### config.mk
export PLATFORM = sky130hd
export DESIGN_NAME = servo_bus_packet_transaction
export DESIGN_NICKNAME = d
export VERILOG_FILES = /design/src/hw/rtl/sbpt_pkg.sv /design/src/hw/rtl/sbpt_front.sv /design/src/hw/rtl/sbpt_queue.sv /design/src/hw/rtl/sbpt_back.sv /design/src/hw/rtl/servo_bus_packet_transaction.sv
export SDC_FILE = /design/constraint.sdc
export NUM_CORES = 1
export LEC_CHECK = 0
export BUFFER_PORTS_ARGS = -buffer_cell sky130_fd_sc_hd__clkbuf_2
export CAP_MARGIN = 20
export CORE_UTILIZATION = 55
export DETAILED_ROUTE_END_ITERATION = 16
export GPL_ROUTABILITY_DRIVEN = 0
export PLACE_DENSITY_LB_ADDON = 0.3
export SLEW_MARGIN = 20
export SYNTH_ARGS = -nofsm -noshare
export SYNTH_HDL_FRONTEND = slang
export SYNTH_HIERARCHICAL = 1
export SYNTH_SLANG_ARGS = --single-unit
### constraint.sdc
create_clock -name clk_i -period 7.2 [get_ports clk_i]
set_clock_uncertainty 0.05 [all_clocks]
set_input_delay 0.72 -clock clk_i [delete_from_list [all_inputs] [get_ports clk_i]]
set_output_delay 0.72 -clock clk_i [all_outputs]
set_load 0.03 [all_outputs]
### src/hw/rtl/sbpt_pkg.sv
`timescale 1ns / 1ps
// ----------------------------------------------------------------------------
// Servo bus packet transaction package
// Shared types and codes for the framer/checker front, queue and back end.
// ----------------------------------------------------------------------------
package sbpt_pkg;

  localparam int unsigned MaxPacket  = 512;
  localparam int unsigned QueueDepth = 2;
  localparam int unsigned QPtrW      = 1;

  localparam logic [1:0] CMD_TX  = 2'd0;
  localparam logic [1:0] CMD_RX  = 2'd1;
  localparam logic [1:0] CMD_TMO = 2'd2;

  localparam logic [1:0] KIND_BUS    = 2'd0;
  localparam logic [1:0] KIND_PARAM  = 2'd1;
  localparam logic [1:0] KIND_STATUS = 2'd2;

  localparam logic [1:0] ST_OK      = 2'd0;
  localparam logic [1:0] ST_CORRUPT = 2'd1;
  localparam logic [1:0] ST_TIMEOUT = 2'd2;

  localparam logic [7:0] HDR_BYTE     = 8'hFF;
  localparam logic [7:0] BCAST_ADDR   = 8'd254;
  localparam logic [7:0] READ_INSTR   = 8'd2;
  localparam logic [8:0] REPLY_BASE   = 9'd6;
  localparam logic [8:0] LEN_OFFSET   = 9'd4;

  typedef enum logic [2:0] {
    PH_IDLE = 3'b001,
    PH_SEND = 3'b010,
    PH_RECV = 3'b100
  } phase_e;

  typedef struct packed {
    logic [1:0] kind;
    logic [7:0] data;
    logic [1:0] status;
    logic [7:0] err;
  } res_t;

  typedef struct packed {
    logic [1:0]     cnt;
    res_t [2:0]     slot;
  } rec_t;

endpackage

### src/hw/rtl/sbpt_front.sv
`timescale 1ns / 1ps
// ----------------------------------------------------------------------------
// Servo bus packet transaction front end
// Accepts requests, tracks framing and reply state, builds result records.
// ----------------------------------------------------------------------------
module sbpt_front #(
  parameter int unsigned MAX_PACKET = sbpt_pkg::MaxPacket
) (
  input  logic            clk_i,
  input  logic            rst_ni,
  input  logic            in_valid_i,
  output logic            in_ready_o,
  input  logic [1:0]      command_i,
  input  logic [7:0]      data_byte_i,
  input  logic            body_last_i,
  input  logic            full_i,
  output logic            push_o,
  output sbpt_pkg::rec_t  rec_o
);

  localparam int unsigned IdxW = $clog2(MAX_PACKET);
  localparam logic [IdxW-1:0] IdxMax = IdxW'(MAX_PACKET - 1);

  sbpt_pkg::phase_e phase_q, phase_d;
  logic [IdxW-1:0] body_index_q, body_index_d;
  logic [7:0] body_sum_q, body_sum_d;
  logic [7:0] target_id_q, target_id_d;
  logic [7:0] instr_q, instr_d;
  logic [7:0] read_count_q, read_count_d;
  logic [8:0] reply_expected_q, reply_expected_d;
  logic [8:0] reply_count_q, reply_count_d;
  logic [7:0] reply_sum_q, reply_sum_d;
  logic [7:0] reply_length_q, reply_length_d;
  logic       header_good_q, header_good_d;
  logic [7:0] reply_error_q, reply_error_d;

  logic            accept;
  logic            first;
  logic [IdxW-1:0] idx;
  logic [7:0]      sum_new;
  logic            body_end;
  logic            reply_done;
  logic            reply_ok;

  assign in_ready_o = !full_i;
  assign accept     = in_valid_i && in_ready_o;

  always_comb begin
    phase_d          = phase_q;
    body_index_d     = body_index_q;
    body_sum_d       = body_sum_q;
    target_id_d      = target_id_q;
    instr_d          = instr_q;
    read_count_d     = read_count_q;
    reply_expected_d = reply_expected_q;
    reply_count_d    = reply_count_q;
    reply_sum_d      = reply_sum_q;
    reply_length_d   = reply_length_q;
    header_good_d    = header_good_q;
    reply_error_d    = reply_error_q;
    push_o           = 1'b0;
    rec_o            = '0;

    first      = (phase_q == sbpt_pkg::PH_IDLE);
    idx        = first ? '0 : body_index_q;
    sum_new    = (first ? 8'd0 : body_sum_q) + data_byte_i;
    body_end   = body_last_i && (idx != '0);
    reply_done = ({1'b0, reply_count_q} + 10'd1) >= {1'b0, reply_expected_q};
    reply_ok   = header_good_q
              && (({1'b0, reply_length_q} + sbpt_pkg::LEN_OFFSET) == reply_expected_q)
              && (data_byte_i == ~reply_sum_q);

    if (accept) begin
      if (command_i == sbpt_pkg::CMD_TX && phase_q != sbpt_pkg::PH_RECV) begin
        push_o     = 1'b1;
        body_sum_d = sum_new;
        if (first) begin
          instr_d      = 8'd0;
          read_count_d = 8'd0;
          phase_d      = sbpt_pkg::PH_SEND;
        end
        if (idx == IdxW'(0)) target_id_d = data_byte_i;
        else if (idx == IdxW'(2)) instr_d = data_byte_i;
        else if (idx == IdxW'(4)) read_count_d = data_byte_i;

        if (first) begin
          rec_o.cnt          = 2'd3;
          rec_o.slot[0].kind = sbpt_pkg::KIND_BUS;
          rec_o.slot[0].data = sbpt_pkg::HDR_BYTE;
          rec_o.slot[1].kind = sbpt_pkg::KIND_BUS;
          rec_o.slot[1].data = sbpt_pkg::HDR_BYTE;
          rec_o.slot[2].kind = sbpt_pkg::KIND_BUS;
          rec_o.slot[2].data = data_byte_i;
        end else begin
          rec_o.cnt          = 2'd1;
          rec_o.slot[0].kind = sbpt_pkg::KIND_BUS;
          rec_o.slot[0].data = data_byte_i;
        end

        if (body_end) begin
          body_index_d       = '0;
          rec_o.cnt          = 2'd2;
          rec_o.slot[1].kind = sbpt_pkg::KIND_BUS;
          rec_o.slot[1].data = ~sum_new;
          if (target_id_q == sbpt_pkg::BCAST_ADDR) begin
            phase_d              = sbpt_pkg::PH_IDLE;
            rec_o.cnt            = 2'd3;
            rec_o.slot[2].kind   = sbpt_pkg::KIND_STATUS;
            rec_o.slot[2].status = sbpt_pkg::ST_OK;
          end else begin
            phase_d          = sbpt_pkg::PH_RECV;
            reply_expected_d = (instr_d == sbpt_pkg::READ_INSTR)
                             ? ({1'b0, read_count_d} + sbpt_pkg::REPLY_BASE)
                             : sbpt_pkg::REPLY_BASE;
            reply_count_d    = '0;
            reply_sum_d      = '0;
            reply_length_d   = '0;
            header_good_d    = 1'b1;
            reply_error_d    = '0;
          end
        end else if (idx < IdxMax) begin
          body_index_d = idx + IdxW'(1);
        end else begin
          body_index_d = idx;
        end
      end else if (command_i == sbpt_pkg::CMD_RX && phase_q == sbpt_pkg::PH_RECV) begin
        if (reply_done) begin
          push_o               = 1'b1;
          rec_o.cnt            = 2'd1;
          rec_o.slot[0].kind   = sbpt_pkg::KIND_STATUS;
          rec_o.slot[0].status = reply_ok ? sbpt_pkg::ST_OK : sbpt_pkg::ST_CORRUPT;
          rec_o.slot[0].err    = reply_error_q;
          phase_d              = sbpt_pkg::PH_IDLE;
          reply_count_d        = '0;
        end else begin
          if (reply_count_q < 9'd2) begin
            if (data_byte_i != sbpt_pkg::HDR_BYTE) header_good_d = 1'b0;
          end else begin
            reply_sum_d = reply_sum_q + data_byte_i;
            if (reply_count_q == 9'd3) reply_length_d = data_byte_i;
            else if (reply_count_q == 9'd4) reply_error_d = data_byte_i;
            else if (reply_count_q >= 9'd5) begin
              push_o             = 1'b1;
              rec_o.cnt          = 2'd1;
              rec_o.slot[0].kind = sbpt_pkg::KIND_PARAM;
              rec_o.slot[0].data = data_byte_i;
            end
          end
          reply_count_d = reply_count_q + 9'd1;
        end
      end else if (command_i == sbpt_pkg::CMD_TMO && phase_q == sbpt_pkg::PH_RECV) begin
        push_o               = 1'b1;
        rec_o.cnt            = 2'd1;
        rec_o.slot[0].kind   = sbpt_pkg::KIND_STATUS;
        rec_o.slot[0].status = sbpt_pkg::ST_TIMEOUT;
        rec_o.slot[0].err    = reply_error_q;
        phase_d              = sbpt_pkg::PH_IDLE;
        reply_count_d        = '0;
      end
    end
  end

  always_ff @(posedge clk_i or negedge rst_ni) begin
    if (!rst_ni) begin
      phase_q          <= sbpt_pkg::PH_IDLE;
      body_index_q     <= '0;
      body_sum_q       <= '0;
      target_id_q      <= '0;
      instr_q          <= '0;
      read_count_q     <= '0;
      reply_expected_q <= '0;
      reply_count_q    <= '0;
      reply_sum_q      <= '0;
      reply_length_q   <= '0;
      header_good_q    <= 1'b1;
      reply_error_q    <= '0;
    end else begin
      phase_q          <= phase_d;
      body_index_q     <= body_index_d;
      body_sum_q       <= body_sum_d;
      target_id_q      <= target_id_d;
      instr_q          <= instr_d;
      read_count_q     <= read_count_d;
      reply_expected_q <= reply_expected_d;
      reply_count_q    <= reply_count_d;
      reply_sum_q      <= reply_sum_d;
      reply_length_q   <= reply_length_d;
      header_good_q    <= header_good_d;
      reply_error_q    <= reply_error_d;
    end
  end

  a_recv_expect: assert property (@(posedge clk_i) disable iff (!rst_ni)
    phase_q == sbpt_pkg::PH_RECV |-> reply_expected_q >= sbpt_pkg::REPLY_BASE)
    else $error("reply length below minimum while awaiting reply");

  a_push_count: assert property (@(posedge clk_i) disable iff (!rst_ni)
    push_o |-> (rec_o.cnt != 2'd0 && accept))
    else $error("empty or unrequested record pushed");

endmodule

### src/hw/rtl/sbpt_queue.sv
`timescale 1ns / 1ps
// ----------------------------------------------------------------------------
// Servo bus packet transaction record queue
// Short FIFO of result records between front end and back end.
// ----------------------------------------------------------------------------
module sbpt_queue (
  input  logic            clk_i,
  input  logic            rst_ni,
  input  logic            push_i,
  input  sbpt_pkg::rec_t  rec_i,
  input  logic            pop_i,
  output sbpt_pkg::rec_t  head_o,
  output logic            full_o,
  output logic            empty_o
);

  localparam int unsigned CntW = $clog2(sbpt_pkg::QueueDepth + 1);

  sbpt_pkg::rec_t mem_q [sbpt_pkg::QueueDepth];
  logic [sbpt_pkg::QPtrW-1:0] wr_ptr_q, wr_ptr_d;
  logic [sbpt_pkg::QPtrW-1:0] rd_ptr_q, rd_ptr_d;
  logic [CntW-1:0] cnt_q, cnt_d;
  logic do_push;
  logic do_pop;

  assign full_o  = (cnt_q == CntW'(sbpt_pkg::QueueDepth));
  assign empty_o = (cnt_q == '0);
  assign head_o  = mem_q[rd_ptr_q];
  assign do_push = push_i && !full_o;
  assign do_pop  = pop_i && !empty_o;

  always_comb begin
    wr_ptr_d = wr_ptr_q;
    rd_ptr_d = rd_ptr_q;
    cnt_d    = cnt_q;
    if (do_push) wr_ptr_d = wr_ptr_q + sbpt_pkg::QPtrW'(1);
    if (do_pop)  rd_ptr_d = rd_ptr_q + sbpt_pkg::QPtrW'(1);
    if (do_push && !do_pop) cnt_d = cnt_q + CntW'(1);
    else if (!do_push && do_pop) cnt_d = cnt_q - CntW'(1);
  end

  always_ff @(posedge clk_i) begin
    if (do_push) begin
      mem_q[wr_ptr_q] <= rec_i;
    end
  end

  always_ff @(posedge clk_i or negedge rst_ni) begin
    if (!rst_ni) begin
      wr_ptr_q <= '0;
      rd_ptr_q <= '0;
      cnt_q    <= '0;
    end else begin
      wr_ptr_q <= wr_ptr_d;
      rd_ptr_q <= rd_ptr_d;
      cnt_q    <= cnt_d;
    end
  end

  a_no_overflow: assert property (@(posedge clk_i) disable iff (!rst_ni)
    push_i |-> !full_o)
    else $error("push into full queue");

endmodule

### src/hw/rtl/sbpt_back.sv
`timescale 1ns / 1ps
// ----------------------------------------------------------------------------
// Servo bus packet transaction back end
// Serialises each queued record into single result items.
// ----------------------------------------------------------------------------
module sbpt_back (
  input  logic            clk_i,
  input  logic            rst_ni,
  input  logic            empty_i,
  input  sbpt_pkg::rec_t  head_i,
  output logic            pop_o,
  output logic            out_valid_o,
  input  logic            out_ready_i,
  output logic [1:0]      kind_o,
  output logic [7:0]      out_byte_o,
  output logic [1:0]      status_o,
  output logic [7:0]      device_error_o,
  output logic            last_o
);

  logic [1:0] idx_q, idx_d;
  sbpt_pkg::res_t cur;
  logic take;

  assign out_valid_o    = !empty_i;
  assign cur            = head_i.slot[idx_q];
  assign kind_o         = cur.kind;
  assign out_byte_o     = cur.data;
  assign status_o       = cur.status;
  assign device_error_o = cur.err;
  assign last_o         = (idx_q == head_i.cnt - 2'd1);
  assign take           = out_valid_o && out_ready_i;
  assign pop_o          = take && last_o;

  always_comb begin
    idx_d = idx_q;
    if (take) begin
      idx_d = last_o ? 2'd0 : idx_q + 2'd1;
    end
  end

  always_ff @(posedge clk_i or negedge rst_ni) begin
    if (!rst_ni) begin
      idx_q <= '0;
    end else begin
      idx_q <= idx_d;
    end
  end

  a_idx_in_range: assert property (@(posedge clk_i) disable iff (!rst_ni)
    out_valid_o |-> (head_i.cnt != 2'd0 && idx_q < head_i.cnt))
    else $error("result index beyond record");

  a_idx_idle: assert property (@(posedge clk_i) disable iff (!rst_ni)
    !out_valid_o |-> idx_q == 2'd0)
    else $error("stale result index with empty queue");

endmodule

### src/hw/rtl/servo_bus_packet_transaction.sv
`timescale 1ns / 1ps
// Path: a request's results are registered in the record queue and shown from its head.
// Throughput: one request per cycle while the two-record queue has room.
// Output: one result per cycle while out_ready_i is high; records go out whole.
// The output serialiser sets the sustained rate: up to three results per request.
// Reset: asynchronous, active low; state returns to idle and the queue empties.
// ----------------------------------------------------------------------------
// Servo bus packet transaction
// Frames instruction packets and checks the servo reply.
// ----------------------------------------------------------------------------
module servo_bus_packet_transaction #(
  parameter int unsigned MAX_PACKET = sbpt_pkg::MaxPacket
) (
  input  logic       clk_i,
  input  logic       rst_ni,
  input  logic       in_valid_i,
  output logic       in_ready_o,
  input  logic [1:0] command_i,
  input  logic [7:0] data_byte_i,
  input  logic       body_last_i,
  output logic       out_valid_o,
  input  logic       out_ready_i,
  output logic [1:0] kind_o,
  output logic [7:0] out_byte_o,
  output logic [1:0] status_o,
  output logic [7:0] device_error_o,
  output logic       last_o
);

  logic           push;
  logic           pop;
  logic           full;
  logic           empty;
  sbpt_pkg::rec_t rec;
  sbpt_pkg::rec_t head;

  sbpt_front #(
    .MAX_PACKET(MAX_PACKET)
  ) u_front (
    .clk_i      (clk_i),
    .rst_ni     (rst_ni),
    .in_valid_i (in_valid_i),
    .in_ready_o (in_ready_o),
    .command_i  (command_i),
    .data_byte_i(data_byte_i),
    .body_last_i(body_last_i),
    .full_i     (full),
    .push_o     (push),
    .rec_o      (rec)
  );

  sbpt_queue u_queue (
    .clk_i  (clk_i),
    .rst_ni (rst_ni),
    .push_i (push),
    .rec_i  (rec),
    .pop_i  (pop),
    .head_o (head),
    .full_o (full),
    .empty_o(empty)
  );

  sbpt_back u_back (
    .clk_i         (clk_i),
    .rst_ni        (rst_ni),
    .empty_i       (empty),
    .head_i        (head),
    .pop_o         (pop),
    .out_valid_o   (out_valid_o),
    .out_ready_i   (out_ready_i),
    .kind_o        (kind_o),
    .out_byte_o    (out_byte_o),
    .status_o      (status_o),
    .device_error_o(device_error_o),
    .last_o        (last_o)
  );

endmodule

==> impl_metrics.json, run 1 <==
{
  "diodes": 0,
  "drc_errors": 0,
  "multi_input_area_mm2": 0.00508,
  "fp.coreArea_mm2": 0.0205,
  "vias_per_cell": 5.88,
  "numCtsBuffers": 23,
  "critical_path_class": "register to register",
  "reg2regPathDepth": 12,
  "synth_edf_count": 124,
  "ys_seq_area_share_pct": 51.9,
  "vias": 7656,
  "netlist_instances": 996,
  "start_util_pct": 57.0,
  "cp_cell_sequence": "or3b_2, nand2_2, ha_1, nor4bb_2, nand2_1, o21ai_0, nand2_1, ha_1, a211oi_1, nand3_1, xor2_1, o22ai_1",
  "drtIter0Drc": 559,
  "arrival_ns": 4.68,
  "seqCellArea_mm2": 0.00606,
  "cp-start-kind": "register",
  "min_period_over_period_pct": 60.6,
  "grt_pass1_vias": 7346,
  "track_usage_pct": 22.7,
  "clk_pin_slew_ns": 0.06,
  "cp_slowest_cell": "or3b_2",
  "grt_pass1_wl_um": 39000,
  "post-place-cells": 1260,
  "fp.dieW_um": 148,
  "ys_warn_count": 6,
  "clkSinkCount": 217,
  "hold_slack_ns": 0.149,
  "tightest_slew_ns": 1.00,
  "cts_setup_buffers": 0,
  "ys_ff_latch": 217,
  "avgSynthCellArea_um2": 11.7,
  "layout.cells.non_filler": 1301,
  "antenna_found_initial": 0,
  "cp_data_required_time_ns": 7.52,
  "ctsResizeCount": 0,
  "nNetsFinal": 1064,
  "yosys_most_used_dff": "edfxtp_1",
  "drt_first_pass_iters": 5,
  "max_cap_viol_count": 0,
  "r2r_slack_ns": 2.84,
  "period_needed_ns": 4.36,
  "r2r-end": "u_front/reply_expected_q[7]$_DFFE_PN0P_",
  "dpl.hpwl_um": 15900,
  "io_pins": 38,
  "crit_fanout": 26,
  "place.port_buffers": 37,
  "worstSkewPairLatency_ns": 0.51,
  "routed_wl_um": 24000,
  "rows": 52,
  "fill_cells": 1604,
  "grt_max_degree": 63,
  "ctsLongestPathBuffers": 3,
  "fmax_ghz": 0.229,
  "total_power_mw": 4.57,
  "cts_tree": "done",
  "finalMaxSlewViolations": 0,
  "slew_headroom_pct": 33.0,
  "finalSetupViolCount": 0,
  "areaGrowthSynthToFinish_pct": 7.77,
  "hold_path_class": "primary input to asynchronous set/reset pin",
  "critPathMaxStageDelay_ns": 0.71,
  "synthArstFlopShare_pct": 42.9,
  "layout-drive-gt1-share_pct": 17.9,
  "wl_per_cell_um": 18.5,
  "htree_levels": 1,
  "power.leakage_nw": 5.17,
  "rsz0062_at_grt": "false",
  "powerDensity_mw_per_mm2": 363,
  "die_area_mm2": 0.0218,
  "gr-total-overflow": 0,
  "tns_ns": 0,
  "die_h_um": 148,
  "endpoint_kind": "register",
  "r2r_start": "u_front/phase_q[0]$_DFFE_PN1P_",
  "netlist_area_mm2": 0.0117,
  "antenna_left": 0,
  "hold_buffers": 0,
  "hold_viol_final": 0,
  "root_buffer": "clkbuf_16",
  "ir_drop_mv": 0.226,
  "synthDistinctLibCells": 85,
  "status": "finished, final reports clean"
}
==> cell usage after synthesis, types with 8 or more instances <==
cell	instances	area share [%]
nand4_1	13	0.70
nand2_1	124	4.0
nor3_1	13	0.56
o21ai_0	58	2.5
nor2_1	41	1.3
o31ai_1	8	0.51
dfrtp_1	91	20
clkbuf_1	22	0.71
buf_4	27	1.7
buf_2	15	0.64
mux2_2	8	0.77
nand3_1	34	1.5
edfxtp_1	124	32
o21a_1	12	0.77
inv_1	34	1.1
ha_1	32	3.4
and3_1	16	0.86
xor2_1	17	1.3
a21oi_1	28	1.2
mux2i_1	31	2.7
and2_1	8	0.43
a22o_1	10	0.75
mux2_4	66	8.5
xnor2_1	24	1.8
==> per-stage QoR <==
| stage | utilization [%] | area [µm²] | setup WS, ns |
|---|---|---|---|
| floorplan | - | 11800 | 1.85 |
| global placement | 57.8 | 11900 | 2.74 |
| detailed placement | 57.8 | 11900 | 2.62 |
| CTS | 61.3 | 12600 | 2.57 |
| global route | 61.4 | 12600 | 2.52 |
| finish | 61.4 | 12600 | 2.84 |
==> flip-flops by register name, summed over array words and instances (netlist names) <==
register / count
u_front/reply_error_q: 8
u_front/instr_q: 8
u_front/read_count_q: 8
u_queue/rd_ptr_q: 1
u_front/body_index_q: 9
u_front/reply_sum_q: 8
u_back/idx_q: 2
u_queue/cnt_q: 2
u_front/phase_q: 3
u_front/reply_expected_q: 9
u_front/target_id_q: 8
u_front/reply_length_q: 8
u_queue/wr_ptr_q: 1
u_front/header_good_q: 1
u_front/reply_count_q: 9
u_queue/mem_q: 124
u_front/body_sum_q: 8
==> per-layer routing <==
layer	share of wire (%)	global-route usage, %
met5	0	0
met4	2.1	6.39
met3	5.9	2.87
met2	46	35.8
met1	45	33.0
==> worst max-delay path, delay by kind of cell (launching register included) <==
kind / cells / cell delay (ns)
AOI/OAI and AO/OA: 3 / 0.62
xor gates and xnor gates: 1 / 0.17
adders and majority gates: 2 / 0.60
DFF: 1 / 0.57
and+or+nand+nor: 6 / 2.21
==> cells by family after synthesis <==
kind of cell | count (synthesis) | synth area share [%]
flip-flops | 217 | 51.9
XOR/XNOR | 41 | 3.08
multiplexers | 105 | 11.9
AO/OA/AOI/OAI | 189 | 10.9
adder cells (fa/ha/maj) | 34 | 3.77
buffers and inverters | 108 | 5.48
other | 1 | 0.0321
AND/OR/NAND/NOR | 301 | 13.0
==> how the worst max path moves through the flow <==
stage / start / end / depth (start not counted) / slack (ns)
2_1_floorplan: u_front/reply_count_q[2]$_DFFE_PN0P_ / u_queue/mem_q[0][0]$_DFFE_PP_ / 13 / 1.85
3_3_place_gp: u_front/phase_q[0]$_DFFE_PN1P_ / u_front/reply_expected_q[7]$_DFFE_PN0P_ / 12 / 2.74
3_5_place_dp: u_front/phase_q[0]$_DFFE_PN1P_ / u_front/reply_expected_q[7]$_DFFE_PN0P_ / 12 / 2.62
4_1_cts: u_front/phase_q[0]$_DFFE_PN1P_ / u_front/reply_expected_q[7]$_DFFE_PN0P_ / 12 / 2.57
5_1_grt: u_front/phase_q[0]$_DFFE_PN1P_ / u_front/reply_expected_q[7]$_DFFE_PN0P_ / 12 / 2.52
6_report: u_front/phase_q[0]$_DFFE_PN1P_ / u_front/reply_expected_q[7]$_DFFE_PN0P_ / 12 / 2.84
==> cells in the final DEF, fill, tap and decap left out, types with 17 or more instances in the layout <==
cell / n
xnor2_1: 24
ha_1: 32
mux2i_1: 31
o21ai_0: 58
clkbuf_2: 36
conb_1: 23
clkbuf_16: 23
nand3_1: 34
nand2_1: 124
xor2_1: 17
inv_1: 34
nor2_1: 40
a21oi_1: 28
mux2_4: 66
edfxtp_1: 124
dfrtp_1: 90
==> power by group <==
part / switching (mW) / total, mW / leakage, nW / internal, mW
logic: 1.05 / 1.78 / 2.46 / 0.734
registers: 0.163 / 1.66 / 2.36 / 1.50
clock network: 0.461 / 1.13 / 0.348 / 0.668
==> area by class of cell <==
type,count,share of cell area (%)
clock buffers,30,4.86
well taps,270,2.69
flip-flops and latches,217,48.1
repair buffers,46,2.03
multi-input cells,693,40.4
inverters,34,1.01
clock inverters,11,0.845
Power figures use the tool's default switching activity.
==> run 2, diff against run 1 <==
clock period = 4.2 ns   (was 7.2 ns; I/O delays follow)
==> run 2 against run 1 <==
  * Global-route usage increased by 0.31 points
  * Non-clock buffer count grew 6
  * Flip-flop and latch count unchanged
  * Highest routed layer unchanged
  * Critical path type unchanged
  * Count of clock-buffer cells in the layout increased by 1
==> impl_metrics.json, run 2 (synthesis results as in run 1) <==
{
  "use_met2_pct": 37.7,
  "hold_viol_final": 0,
  "antenna_found_initial": 0,
  "rows": 52,
  "place.port_buffers": 37,
  "areaGrowthSynthToFinish_pct": 8.82,
  "grt_pass1_vias": 7502,
  "pwr-share-seq_pct": 36.3,
  "internal_power_mw": 5.09,
  "finalMaxSlewViolations": 0,
  "finalSetupViolCount": 0,
  "reg2regPathDepth": 16,
  "fill_cells": 1620,
  "post-place-cells": 1265,
  "hold_buffers": 1,
  "vias": 7612,
  "ctsLongestPathBuffers": 3,
  "largest_reg_flops": 124,
  "regMostFlops": "u_queue/mem_q",
  "use_met1_pct": 31.7,
  "powerDensity_mw_per_mm2": 627,
  "ir_drop_mv": 0.319,
  "critical_path_class": "register to register",
  "multi_input_area_mm2": 0.00507,
  "fp.coreArea_mm2": 0.0205,
  "clk_pin_slew_ns": 0.07,
  "period_needed_ns": 3.72,
  "endpoint_kind": "register",
  "comb_power_share_pct": 37.6,
  "hold_depth": 3,
  "min_period_over_period_pct": 88.6,
  "drc_errors": 0,
  "vias_per_cell": 5.83,
  "track_usage_pct": 23.0,
  "clkPwrFrac_pct": 26.1,
  "fp.dieW_um": 148,
  "max_cap_viol_count": 0,
  "die_area_mm2": 0.0218,
  "grt_max_degree": 66,
  "critical_path_cell_count": 16,
  "drtIter0Drc": 703,
  "r2r_start": "u_front/reply_count_q[2]$_DFFE_PN0P_",
  "final_cell_mix": "nand2_1, edfxtp_1, dfrtp_1, mux2_4, o21ai_0",
  "grt_pass1_wl_um": 39100,
  "drt_first_pass_iters": 5,
  "critPathMaxStageDelay_ns": 0.51,
  "numCtsBuffers": 23,
  "tightest_slew_ns": 1.03,
  "swShare_pct": 36.2,
  "ctsResizeCount": 0,
  "layout.cells.non_filler": 1306,
  "crit_fanout": 11,
  "hold_path_class": "primary input to register",
  "clkSinkCount": 217,
  "cp-start-kind": "register",
  "cts_tree": "done",
  "grt_use_met3_pct": 3.46,
  "dpl.hpwl_um": 15900,
  "io_pins": 38,
  "r2r-end": "u_queue/cnt_q[1]$_DFFE_PN0P_",
  "cts_setup_buffers": 0,
  "path_buf_inv": 1,
  "cp_slowest_cell": "dfrtp_1",
  "start_util_pct": 57.0,
  "grt-busiest-layer": "met2",
  "cpMostUsedCell": "xor2_1",
  "htree_levels": 1,
  "seqCellArea_mm2": 0.00606,
  "diodes": 0,
  "slew_headroom_pct": 31.1,
  "cp_top_family": "simple AND/OR/NAND/NOR gates",
  "hold_start": "out_ready_i",
  "power.leakage_nw": 5.24,
  "cp_cell_sequence": "nand4_1, or2_2, nor2_1, xor2_1, ha_1, a21o_1, a21oi_1, nor2b_1, o21ai_1, o211a_1, nand2_1, inv_1, ha_1, xor2_1, nor2_1, xor2_1",
  "arrival_ns": 4.11,
  "fmax_ghz": 0.269,
  "root_buffer": "clkbuf_16",
  "worstSkewPairLatency_ns": 0.51,
  "die_h_um": 148,
  "layout-drive-gt1-share_pct": 18.6,
  "cp_data_required_time_ns": 4.59,
  "routed_wl_um": 24600,
  "status": "finished, final reports clean",
  "min_to": "u_back/idx_q[1]$_DFFE_PN0P_",
  "gr-total-overflow": 0,
  "rsz0062_at_grt": "false",
  "nNetsFinal": 1070,
  "r2r_slack_ns": 0.48,
  "p_switching_mw": 2.88,
  "antenna_left": 0,
  "tns_ns": 0,
  "wl_per_cell_um": 18.8
}
## run 2: cell count changes in the layout (fill, tap and decap cells not counted), moves of 2 or more
cell      previous run  this run
clkinv_1             4         0
clkbuf_1             6         4
buf_12               0         2
buf_4               10        13
clkbuf_8             1         4
## run 2: area by class of cell
class,instances,area share (%)
clock inverters,9,1.06
flip-flops and latches,217,47.7
repair buffers,52,2.58
multi-input cells,693,39.9
clock buffers,31,5.08
inverters,34,1.00
well taps,270,2.66
## run 2: how the worst max path moves through the flow
stage,start,to,slack (ns)
floorplan,u_front/reply_count_q[2]$_DFFE_PN0P_,u_queue/mem_q[1][0]$_DFFE_PP_,0.09
global placement,u_front/reply_count_q[2]$_DFFE_PN0P_,u_queue/cnt_q[1]$_DFFE_PN0P_,0.64
detailed placement,u_front/reply_count_q[2]$_DFFE_PN0P_,u_queue/cnt_q[1]$_DFFE_PN0P_,0.53
CTS,u_front/reply_count_q[2]$_DFFE_PN0P_,u_queue/cnt_q[1]$_DFFE_PN0P_,0.48
global route,u_front/reply_count_q[2]$_DFFE_PN0P_,u_queue/cnt_q[1]$_DFFE_PN0P_,0.12
finish,u_front/reply_count_q[2]$_DFFE_PN0P_,u_queue/cnt_q[1]$_DFFE_PN0P_,0.48
## run 2: layer usage
metal  part of all wire [%]  wire [µm]
met1                     45      11100
met2                     48      11800
met3                    5.4       1320
met4                    1.7        422
met5                      0          0
## run 2: per-stage QoR
stage | power, mW | hold slack (ns) | setup slack, ns | cell area, µm² | util (%)
floorplan | 5.41 | 0.0744 | 0.0897 | 11800 | -
global placement | 5.85 | 0.399 | 0.638 | 11900 | 58.1
detailed placement | 5.91 | 0.405 | 0.534 | 11900 | 58.1
CTS | 8.01 | 0.275 | 0.479 | 12700 | 62.0
global route | 8.42 | 0.301 | 0.122 | 12700 | 62.0
finish | 7.97 | 0.296 | 0.481 | 12700 | 62.0
## run 2: power groups by stage
stage	Combinational, mW	Sequential, mW	Clock (mW)
2_1_floorplan	2.65	2.76	0
3_3_place_gp	2.93	2.92	0
3_5_place_dp	2.98	2.93	0
4_1_cts	3.00	2.90	2.11
5_1_grt	3.27	2.94	2.21
6_report	3.00	2.89	2.08
## run 2: worst register-to-register path, stage by stage (launching register included)
cell	delay, ns
dfrtp_1	0.51
nand4_1	0.17
or2_2	0.31
nor2_1	0.11
xor2_1	0.20
ha_1	0.28
a21o_1	0.16
a21oi_1	0.15
nor2b_1	0.27
o21ai_1	0.26
o211a_1	0.32
nand2_1	0.16
inv_1	0.08
ha_1	0.22
xor2_1	0.14
nor2_1	0.12
xor2_1	0.15
